File: config.mk
export PLATFORM = sky130hd
export DESIGN_NAME = tape_header_unlock_crc
export DESIGN_NICKNAME = d
export VERILOG_FILES = /design/src/hdl/thuc_pkg.sv /design/src/hdl/thuc_parser.sv /design/src/hdl/tape_header_unlock_crc.sv
export SDC_FILE = /design/constraint.sdc
export NUM_CORES = 1
export LEC_CHECK = 0
export ABC_AREA = 0
export BUFFER_PORTS_ARGS = -buffer_cell sky130_fd_sc_hd__buf_2
export CAP_MARGIN = 25
export CELL_PAD_IN_SITES_DETAIL_PLACEMENT = 1
export CELL_PAD_IN_SITES_GLOBAL_PLACEMENT = 1
export CORE_MARGIN = 2
export CORE_UTILIZATION = 42
export DETAILED_ROUTE_END_ITERATION = 10
export GPL_TIMING_DRIVEN = 0
export PLACE_DENSITY_LB_ADDON = 0.1
export SYNTH_ARGS = -nofsm -noshare
export SYNTH_HDL_FRONTEND = slang
export SYNTH_SLANG_ARGS = --single-unit
File: constraint.sdc
create_clock -name clk_i -period 4.6 [get_ports clk_i]
set_input_delay 0.69 -clock clk_i [delete_from_list [all_inputs] [get_ports clk_i]]
set_output_delay 0.69 -clock clk_i [all_outputs]
set_load 0.02 [all_outputs]
File: src/hdl/thuc_pkg.sv
// ----------------------------------------------------------------------------
// thuc_pkg
// Types, constants and the byte-wide CRC-16 update shared by the tape
// header unlock scanner.
// ----------------------------------------------------------------------------
package thuc_pkg;

  localparam logic [7:0]  HdrMark    = 8'h2A;
  localparam logic [15:0] CrcPoly    = 16'h1021;
  localparam logic [4:0]  NameLast   = 5'd11;
  localparam logic [4:0]  OffsetAdd  = 5'd13;
  localparam logic [5:0]  WindowTail = 6'd4;
  localparam logic [15:0] MinLen     = 16'd20;
  localparam logic [1:0]  PrefixLen  = 2'd3;
  localparam logic [4:0]  PosMax     = 5'd31;
  localparam logic [4:0]  UnlockMin  = 5'd14;
  localparam logic [4:0]  UnlockMax  = 5'd24;

  typedef struct packed {
    logic [7:0]  data_byte;
    logic        first_byte;
    logic        last_byte;
    logic [15:0] block_length;
    logic        prefix_three;
  } in_word_t;

  typedef struct packed {
    logic        unlock_found;
    logic [4:0]  unlock_position;
    logic        crc_present;
    logic [15:0] header_crc;
  } out_word_t;

  typedef struct packed {
    logic [4:0]  payload_position;
    logic [1:0]  prefix_left;
    logic        header_ok;
    logic        name_ended;
    logic [4:0]  found_offset;
    logic        unlock_bit_set;
    logic [15:0] crc_register;
  } parse_state_t;

  // CRC-16, polynomial 0x1021, MSB first, one byte
  function automatic logic [15:0] crc_byte(input logic [15:0] crc, input logic [7:0] data);
    logic [15:0] c;
    c = crc ^ {data, 8'h00};
    for (int k = 0; k < 8; k++) begin
      c = c[15] ? ({c[14:0], 1'b0} ^ CrcPoly) : {c[14:0], 1'b0};
    end
    return c;
  endfunction

endpackage

File: src/hdl/thuc_parser.sv
// ----------------------------------------------------------------------------
// thuc_parser
// Parse state of one tape block: prefix skip, header mark, name terminator,
// unlock byte and running CRC; forms the result for the last word.
// ----------------------------------------------------------------------------
module thuc_parser (
  input  logic                clk_i,
  input  logic                rst_ni,
  input  logic                step_i,
  input  thuc_pkg::in_word_t  word_i,
  output thuc_pkg::out_word_t result_o
);

  thuc_pkg::parse_state_t state_q, state_d, cur;
  logic       name_hit;
  logic       ended;
  logic [4:0] offset;
  logic [4:0] pos;
  logic [7:0] crc_in;
  logic [15:0] need;
  logic       found;
  logic       crc_ok;

  always_comb begin
    cur = state_q;
    if (word_i.first_byte) begin
      cur = '0;
      cur.prefix_left = word_i.prefix_three ? thuc_pkg::PrefixLen : 2'd0;
    end
    pos      = cur.payload_position;
    state_d  = cur;
    name_hit = 1'b0;
    ended    = cur.name_ended;
    offset   = cur.found_offset;
    crc_in   = word_i.data_byte;
    if (cur.prefix_left != 2'd0) begin
      state_d.prefix_left = cur.prefix_left - 2'd1;
    end else begin
      if (pos == 5'd0) begin
        state_d.header_ok = (word_i.data_byte == thuc_pkg::HdrMark);
      end else begin
        name_hit = cur.header_ok && !cur.name_ended && (pos <= thuc_pkg::NameLast) &&
                   (word_i.data_byte == 8'd0);
        ended    = cur.name_ended || name_hit;
        offset   = name_hit ? (pos + thuc_pkg::OffsetAdd) : cur.found_offset;
        state_d.name_ended   = ended;
        state_d.found_offset = offset;
        if (!ended || ({1'b0, pos} <= ({1'b0, offset} + thuc_pkg::WindowTail))) begin
          if (ended && (pos == offset)) begin
            state_d.unlock_bit_set = word_i.data_byte[0];
            crc_in = {word_i.data_byte[7:1], 1'b0};
          end
          state_d.crc_register = thuc_pkg::crc_byte(cur.crc_register, crc_in);
        end
      end
      if (pos != thuc_pkg::PosMax) begin
        state_d.payload_position = pos + 5'd1;
      end
    end
  end

  always_comb begin
    need   = thuc_pkg::MinLen + (word_i.prefix_three ? 16'd3 : 16'd0);
    found  = state_d.header_ok && state_d.name_ended && (word_i.block_length > need);
    crc_ok = found && state_d.unlock_bit_set &&
             ({1'b0, state_d.payload_position} >
              ({1'b0, state_d.found_offset} + thuc_pkg::WindowTail));
    result_o.unlock_found    = found;
    result_o.unlock_position = found ? state_d.found_offset : 5'd0;
    result_o.crc_present     = crc_ok;
    result_o.header_crc      = crc_ok ? state_d.crc_register : 16'd0;
  end

  always_ff @(posedge clk_i or negedge rst_ni) begin
    if (!rst_ni) begin
      state_q <= '0;
    end else if (step_i) begin
      state_q <= state_d;
    end
  end

endmodule

File: src/hdl/tape_header_unlock_crc.sv
// ----------------------------------------------------------------------------
// tape_header_unlock_crc
// Scans the bytes of a tape data block for the header unlock byte and the
// CRC-16 over the header; reports one result word on the last byte.
//
//   channel | signals                         | moves
//   in      | in_valid_i in_ready_o in_data_i | one block byte per word
//   out     | out_valid_o out_ready_i out_data_o | one result per block
//
// One byte per cycle sustained unless a last byte waits on a stalled result;
// the CRC byte update is unrolled between the input register and the result
// register. Reset clears the parse state and both valid flags; no clearing pass.
// A waiting result stalls only a last byte and the input behind it.
// ----------------------------------------------------------------------------
module tape_header_unlock_crc (
  input  logic                clk_i,
  input  logic                rst_ni,
  input  logic                in_valid_i,
  output logic                in_ready_o,
  input  thuc_pkg::in_word_t  in_data_i,
  output logic                out_valid_o,
  input  logic                out_ready_i,
  output thuc_pkg::out_word_t out_data_o
);

  thuc_pkg::in_word_t  s1_q;
  logic                s1_valid_q;
  logic                s1_adv;
  thuc_pkg::out_word_t result;
  thuc_pkg::out_word_t out_q;
  logic                out_valid_q;

  assign s1_adv     = s1_valid_q && (!s1_q.last_byte || !out_valid_q || out_ready_i);
  assign in_ready_o = !s1_valid_q || s1_adv;

  thuc_parser u_parser (
    .clk_i    (clk_i),
    .rst_ni   (rst_ni),
    .step_i   (s1_adv),
    .word_i   (s1_q),
    .result_o (result)
  );

  always_ff @(posedge clk_i or negedge rst_ni) begin
    if (!rst_ni) begin
      s1_valid_q <= 1'b0;
    end else if (in_ready_o) begin
      s1_valid_q <= in_valid_i;
    end
  end

  always_ff @(posedge clk_i) begin
    if (in_ready_o && in_valid_i) begin
      s1_q <= in_data_i;
    end
  end

  always_ff @(posedge clk_i or negedge rst_ni) begin
    if (!rst_ni) begin
      out_valid_q <= 1'b0;
    end else if (s1_adv && s1_q.last_byte) begin
      out_valid_q <= 1'b1;
    end else if (out_ready_i) begin
      out_valid_q <= 1'b0;
    end
  end

  always_ff @(posedge clk_i) begin
    if (s1_adv && s1_q.last_byte) begin
      out_q <= result;
    end
  end

  assign out_valid_o = out_valid_q;
  assign out_data_o  = out_q;

`ifndef SYNTHESIS
  a_crc_needs_found: assert property (@(posedge clk_i) disable iff (!rst_ni)
    out_valid_o && out_data_o.crc_present |-> out_data_o.unlock_found)
    else $error("crc reported without unlock");

  a_not_found_zero: assert property (@(posedge clk_i) disable iff (!rst_ni)
    out_valid_o && !out_data_o.unlock_found |->
      out_data_o.unlock_position == 5'd0 && out_data_o.header_crc == 16'd0)
    else $error("fields not cleared when not found");

  a_position_range: assert property (@(posedge clk_i) disable iff (!rst_ni)
    out_valid_o && out_data_o.unlock_found |->
      out_data_o.unlock_position >= thuc_pkg::UnlockMin &&
      out_data_o.unlock_position <= thuc_pkg::UnlockMax)
    else $error("unlock position out of range");

  a_last_held: assert property (@(posedge clk_i) disable iff (!rst_ni)
    s1_valid_q && s1_q.last_byte && out_valid_q && !out_ready_i |=> s1_valid_q)
    else $error("last byte dropped while result stalled");
`endif

endmodule

## Yosys cells after proc, flatten, opt, wreduce, memory -nomap -nowiden

Index checks and enable logic that the tools add are counted.
Widths: inputs -> output; s select.

- Bits in registers: 83
- Input port bits: 31
- Word-level logic and storage cells: 91

- Add/subtract/negate cells: 6
- Magnitude comparators: 4
- Eq/ne operators: 3
- Multiplexer cells: 26
- Bitwise logic cells: 9
- Reductions and logical operators: 25

Operator list:

| kind | count |
|---|---|
| $mux 13 | 8 |
| $mux 31 | 1 |
| $mux 24 | 1 |
| $mux 8 | 3 |
| $not 3->3 | 8 |
| $mux 23 | 1 |
| $mux 17 | 1 |
| $add 5x16->16 const A | 1 |
| $gt 16x16->1 | 1 |
| $xor 16x16->16 | 1 |
| $mux 5 | 3 |
| $add 5x3->6 const B | 2 |
| $logic_and 1x1->1 | 11 |
| $eq 8x6->1 const B | 1 |
| $logic_not 8->1 | 1 |
| $gt 5x6->1 | 1 |
| $le 5x6->1 | 1 |
| $mux 2 | 3 |
| $add 5x1->5 const B | 1 |
| $add 5x4->5 const B | 1 |
| $eq 5x5->1 | 1 |
| $le 5x4->1 const B | 1 |
| $logic_not 1->1 | 5 |
| $logic_not 5->1 | 1 |
| other kinds (5) | 14 |

## Longest topological paths before layout

- Word-level depth: 37
- Gate-level depth with buffers: 22
- Gate-level depth less buffers: 18

## Modules after synthesis

A second synthesis with hierarchy kept.

- Cells, all modules: 456
- Area, all modules: 4,648.2 µm²

By module, submodules not included:

| module | times used | cells an instance | area an instance (µm²) | seq. area each (µm²) |
|---|---|---|---|---|
| thuc_parser | 1 | 396 | 3,040.4 | 775.7 |
| tape_header_unlock_crc | 1 | 60 | 1,607.8 | 1,551.5 |

## Worst setup path before layout

OpenSTA, ideal clock, no wires.

- Kind: register to register
- Start: register s1_q[18] (netlist name)
- End: register out_q (netlist bit out_data_o[15]) (data pin)
- Setup time: 0.260 ns
- Arrival: 4.264 ns
- Data required time: 4.340 ns
- Slack: 0.076 ns
- Stages on the path, launching flop included: 21
- Path buffers: 4
- Cells stage by stage: edfxtp_1 clkbuf_1 clkbuf_1 clkbuf_1 nor2b_1 ha_1 and3b_1 o21ai_2 nand3b_4 mux2i_2 inv_1 ha_1 xor2_1 ha_1 nor2_1 a21oi_1 o311a_1 buf_2 nor3_1 a311oi_2 nor2_2

- Word-level cells in the longest chain between the ends: 14
- Elaborated cells between the ends (all ways): 40
- Classes of those cells: add/sub (4); order compare (3); eq/ne (2); mux (14); bitwise (3); reduce/logical (14)

Ends and longest elaborated chain:

| what | line | RTL |
|---|---|---|
| start, declared | tape_header_unlock_crc.sv:26 | `thuc_pkg::in_word_t s1_q;` |
| start signal, assigned | tape_header_unlock_crc.sv:54 | `s1_q <= in_data_i;` |
| $mux 31 (*) | thuc_parser.sv:26 | `if (word_i.first_byte) begin` |
| parallel branches: the longest is 13 deep, another holds $add 5x3->6 | -- |  |
| end signal, assigned | tape_header_unlock_crc.sv:70 | `out_q <= result;` |
| end, declared | tape_header_unlock_crc.sv:30 | `thuc_pkg::out_word_t out_q;` |

Every way passes the cells marked *.
A chain may end at the register's enable or synchronous reset.

==> qor_table.md <==
| Stage | Item | This run |
|:---|:---|:---|
| synthesis | Share of synthesized registers carrying an async set or reset | 39.8% |
| placement | Port bufs | 55 |
| layout | Number of nets in the finished design | 572 |
| floorplan | Width of the die | 109 um |
| floorplan | Die boundary height | 109 um |
| worst setup path | Critical path data required time | 4.82 ns |
| floorplan | Area of the die | 11,900 um^2 |
| worst setup path | Beginning of the worst register-to-register path | s1_q[18] |
| synthesis | Summed instance area of the synthesized netlist | 4650 um^2 |
| clock network | Number of buffers between clock root and the deepest sink | 2 |
| placement | Placed instance area | 5120 um^2 |
| run status | Status | finished, final reports clean |
| sta | Total negative slack | 0 ns |
| grt | Leftover overflow at the end of global routing | 0 |
| clock network | # hold bufs at CTS | 0 |
| sta | Final Hold Slack | 0.428 ns |
| worst hold path | Hold Path Class | in -> async |
| sta | Number of failing hold endpoints at the final stage | 0 |
| sta | Post-route fraction of the period consumed by the critical path | 95.3% |
| sta | Final critical path time including I/O delays and setup | 4.38 ns |
| sta | Max-slew headroom at the worst pin | 41.6% |
| layout | Area of all placed cells without fillers | 5520 um^2 |
| floorplan | Cell row count | 38 |
| route | Final routed DRC violation total | 0 |
| route | Overall via count from detail_route | 3,692 |
| clock network | Clock net sink count | 83 |
| route | Drt initial violations | 193 |
| worst setup path | Setup crit end kind | flop |
| sta | Fin worst setup slack | 0.215 ns |
| worst setup path | Worst setup SP type | flop |
| layout | Final core utilization | 51.1% |
| clock network | Master cell of the clock root buffer | clkbuf_8 |
| sta | Worst slew pin tran | 0.875 ns |
| route | Total Routed Length | 12,900 um |
| route | Via density per instance | 5.52 |
| floorplan | Number of top-level pins | 56 |
| route | Average wire per cell in the routed design | 19.2 um |
| sta | Fmax | 228 MHz |
| synthesis | Flop and latch count out of synthesis | 83 |
| layout | Share of layout cells above drive strength 1 | 25.1% |
| placement | Worst slack at placement | -1.13 ns |
| layout | Layout Area Growth over Synthesis | 18.8% |
| placement | Post-DP HPWL | 9270 um |
| synthesis | Instance count of the mapped netlist | 445 |
| power | Pwr per Cell Area | 387 nW/um^2 |
| clock network | Clk pin slew, worst setup/hold paths | 0.10 ns |
| synthesis | Yosys cell types | 66 |
| route | Number of routed nets with antenna violations | 0 |
| floorplan | Core footprint | 10,800 um^2 |
| power | Worst vdd ir | 0.237 mV |
| synthesis | Dominant register cell in the synthesized netlist | edfxtp_1 |
| clock network | Number of levels the H-tree was split into | 3 |
| worst setup path | Largest fanout of any net on the critical path | 10 |
| clock network | Insertion delay of the later-clocked pin in the worst-skew pair | 0.37 ns |
| floorplan | Starting density of the core | 43.0% |
| grt | Number of antenna violations at the first check in global routing | 0 |
| synthesis | Sequential cell area fraction in the yosys report | 50.1% |
| grt | Global-route wire length before repair | 20,500 um |
| placement | Placed instance count | 641 |
| grt | GR Util All Layers | 22.9% |
| worst setup path | Critical path origin | s1_q[18] |
| power | Total power consumption of the routed design | 2.14 mW |
| clock network | TritonCTS clock tree | built |
| sta | Total of endpoints with negative setup slack in the final report | 0 |
| run | Max-capacitance violation count | 0 |
| synthesis | Post-Syn Nets | 493 |
| clock network | CTS buffer count | 9 |
| synthesis | Number of enable-type register cells in the synthesized netlist | 50 |
| synthesis | Average cell area after synthesis | 10.4 um^2 |
| synthesis | Warning count from the yosys run | 0 |
| grt | Maximum number of pins on one net before global-route repair | 34 |
| placement | Placer's final routability congestion estimate | 0.845 |
| layout | Non-Filler Instances | 669 |
| sta | Final clock skew | 0.0186 ns |
| sta | Pins over their slew limit | 0 |
| worst setup path | Worst setup path category | reg -> reg |
| layout | Number of antenna cells inserted | 0 |
| power | Leak | 2.24 nW |
| grt | Vias in the first global route | 3,887 |
| route | First-pass DRT Iterations | 4 |
| worst setup path | Crit path arrival time | 4.60 ns |
[worst max-delay path, stage by stage (launching register included)]
cell and delay, ns:
edfxtp_1 0.44, buf_6 0.18, buf_6 0.16, nor2b_4 0.17, ha_4 0.19, and3b_1 0.21, o21ai_4 0.24, nand3b_4 0.19
mux2i_4 0.26, inv_1 0.11, a21boi_2 0.22, inv_2 0.07, ha_1 0.28, inv_1 0.05, ha_1 0.29, o21a_1 0.12
o21a_1 0.10, o22ai_1 0.10, a311oi_2 0.40, o21ai_4 0.17, buf_12 0.19, nor2_2 0.10
[synthesized netlist by cell type, drive strengths merged, types with 4 or more instances]
library cell,instances,share of area (%)
nor3,11,1.4
and3,5,0.67
a31oi,10,1.3
xor2,5,0.94
dfrtp,33,18
a22o,5,0.94
nor2b,14,1.9
o21a,6,0.97
nor2,43,4.0
ha,17,4.6
a211oi,5,0.81
or3,4,0.54
xnor2,20,3.8
edfxtp,50,32
o21ai,37,4.3
nor4,6,0.94
a311oi,5,1.6
mux2i,6,1.6
a21oi,13,1.4
buf,6,1.1
nand2,55,4.5
inv,23,1.9
nand3,7,0.75
clkbuf,15,1.2
[per-layer routing]
layer,up-vias,global-route usage (%),wire length (um)
met4,0,6.78,197
met3,17,3.59,639
met2,108,36.8,6000
met5,-,0,0
met1,1819,32.2,6030
li1,1748,-,-
[power breakdown]
part	switching, mW	internal (mW)
Clock	0.287	0.253
Sequential	0.0983	0.882
Combinational	0.367	0.251
[logic make-up after synthesis]
kind of cell | synth area share [%]
AO/OA/AOI/OAI | 15.9
XOR/XNOR | 4.71
adder cells (fa/ha/maj) | 4.58
buffers and inverters | 4.17
flip-flops | 50.1
multiplexers | 2.21
AND/OR/NAND/NOR | 18.3
[cells in the final DEF, fill, tap and decap left out, drive strengths merged, types with 6 or more instances in the layout]
cell | Yosys | final
buf | 6 | 77
a31oi | 10 | 10
edfxtp | 50 | 50
nor4 | 6 | 6
nand2 | 55 | 55
nor2 | 43 | 43
inv | 23 | 25
nand3 | 7 | 7
clkbuf | 15 | 22
o21ai | 37 | 37
dfrtp | 33 | 33
o21a | 6 | 6
nor3 | 11 | 11
ha | 17 | 17
nor2b | 14 | 14
a21oi | 13 | 13
xnor2 | 20 | 20
mux2i | 6 | 6
[layout make-up]
cell class	count	area [um^2]
clock buffers	10	128
fillers	1221	5270
plain buffers	20	121
clock inverters	6	63.8
multi-input cells	318	2200
repair buffers	69	420
flip-flops and latches	83	2330
well taps	140	175
inverters	23	86.3
[repair_timing]
action                                  4_1_cts  5_1_grt
pin swaps                                     3        5
setup buffers                                 3        9
resized for setup                            15        9
endpoints found under the setup margin       34       33
cloned                                        0        0
[flip-flops by register name (all words and copies together), names as in the netlist]
| register | count |
|---|---|
| u_parser.state_q | 31 |
| s1_q | 27 |
| out_data_o | 23 |
| s1_valid_q | 1 |
| out_valid_o | 1 |
[worst paths after layout]
| path | end | slack, ns | cells past startpoint |
|---|---|---|---|
| max in group asynchronous | u_parser.state_q[15] | 3.61 | 1 |
| min reg2reg | u_parser.state_q[19] | 0.49 | 2 |
| max reg2reg | out_data_o[9] | 0.22 | 21 |
| min | u_parser.state_q[25] | 0.43 | 1 |
| min in group clk_i | u_parser.state_q[19] | 0.49 | 2 |
| max | out_data_o[9] | 0.22 | 21 |
Power figures use the tool's default switching activity.
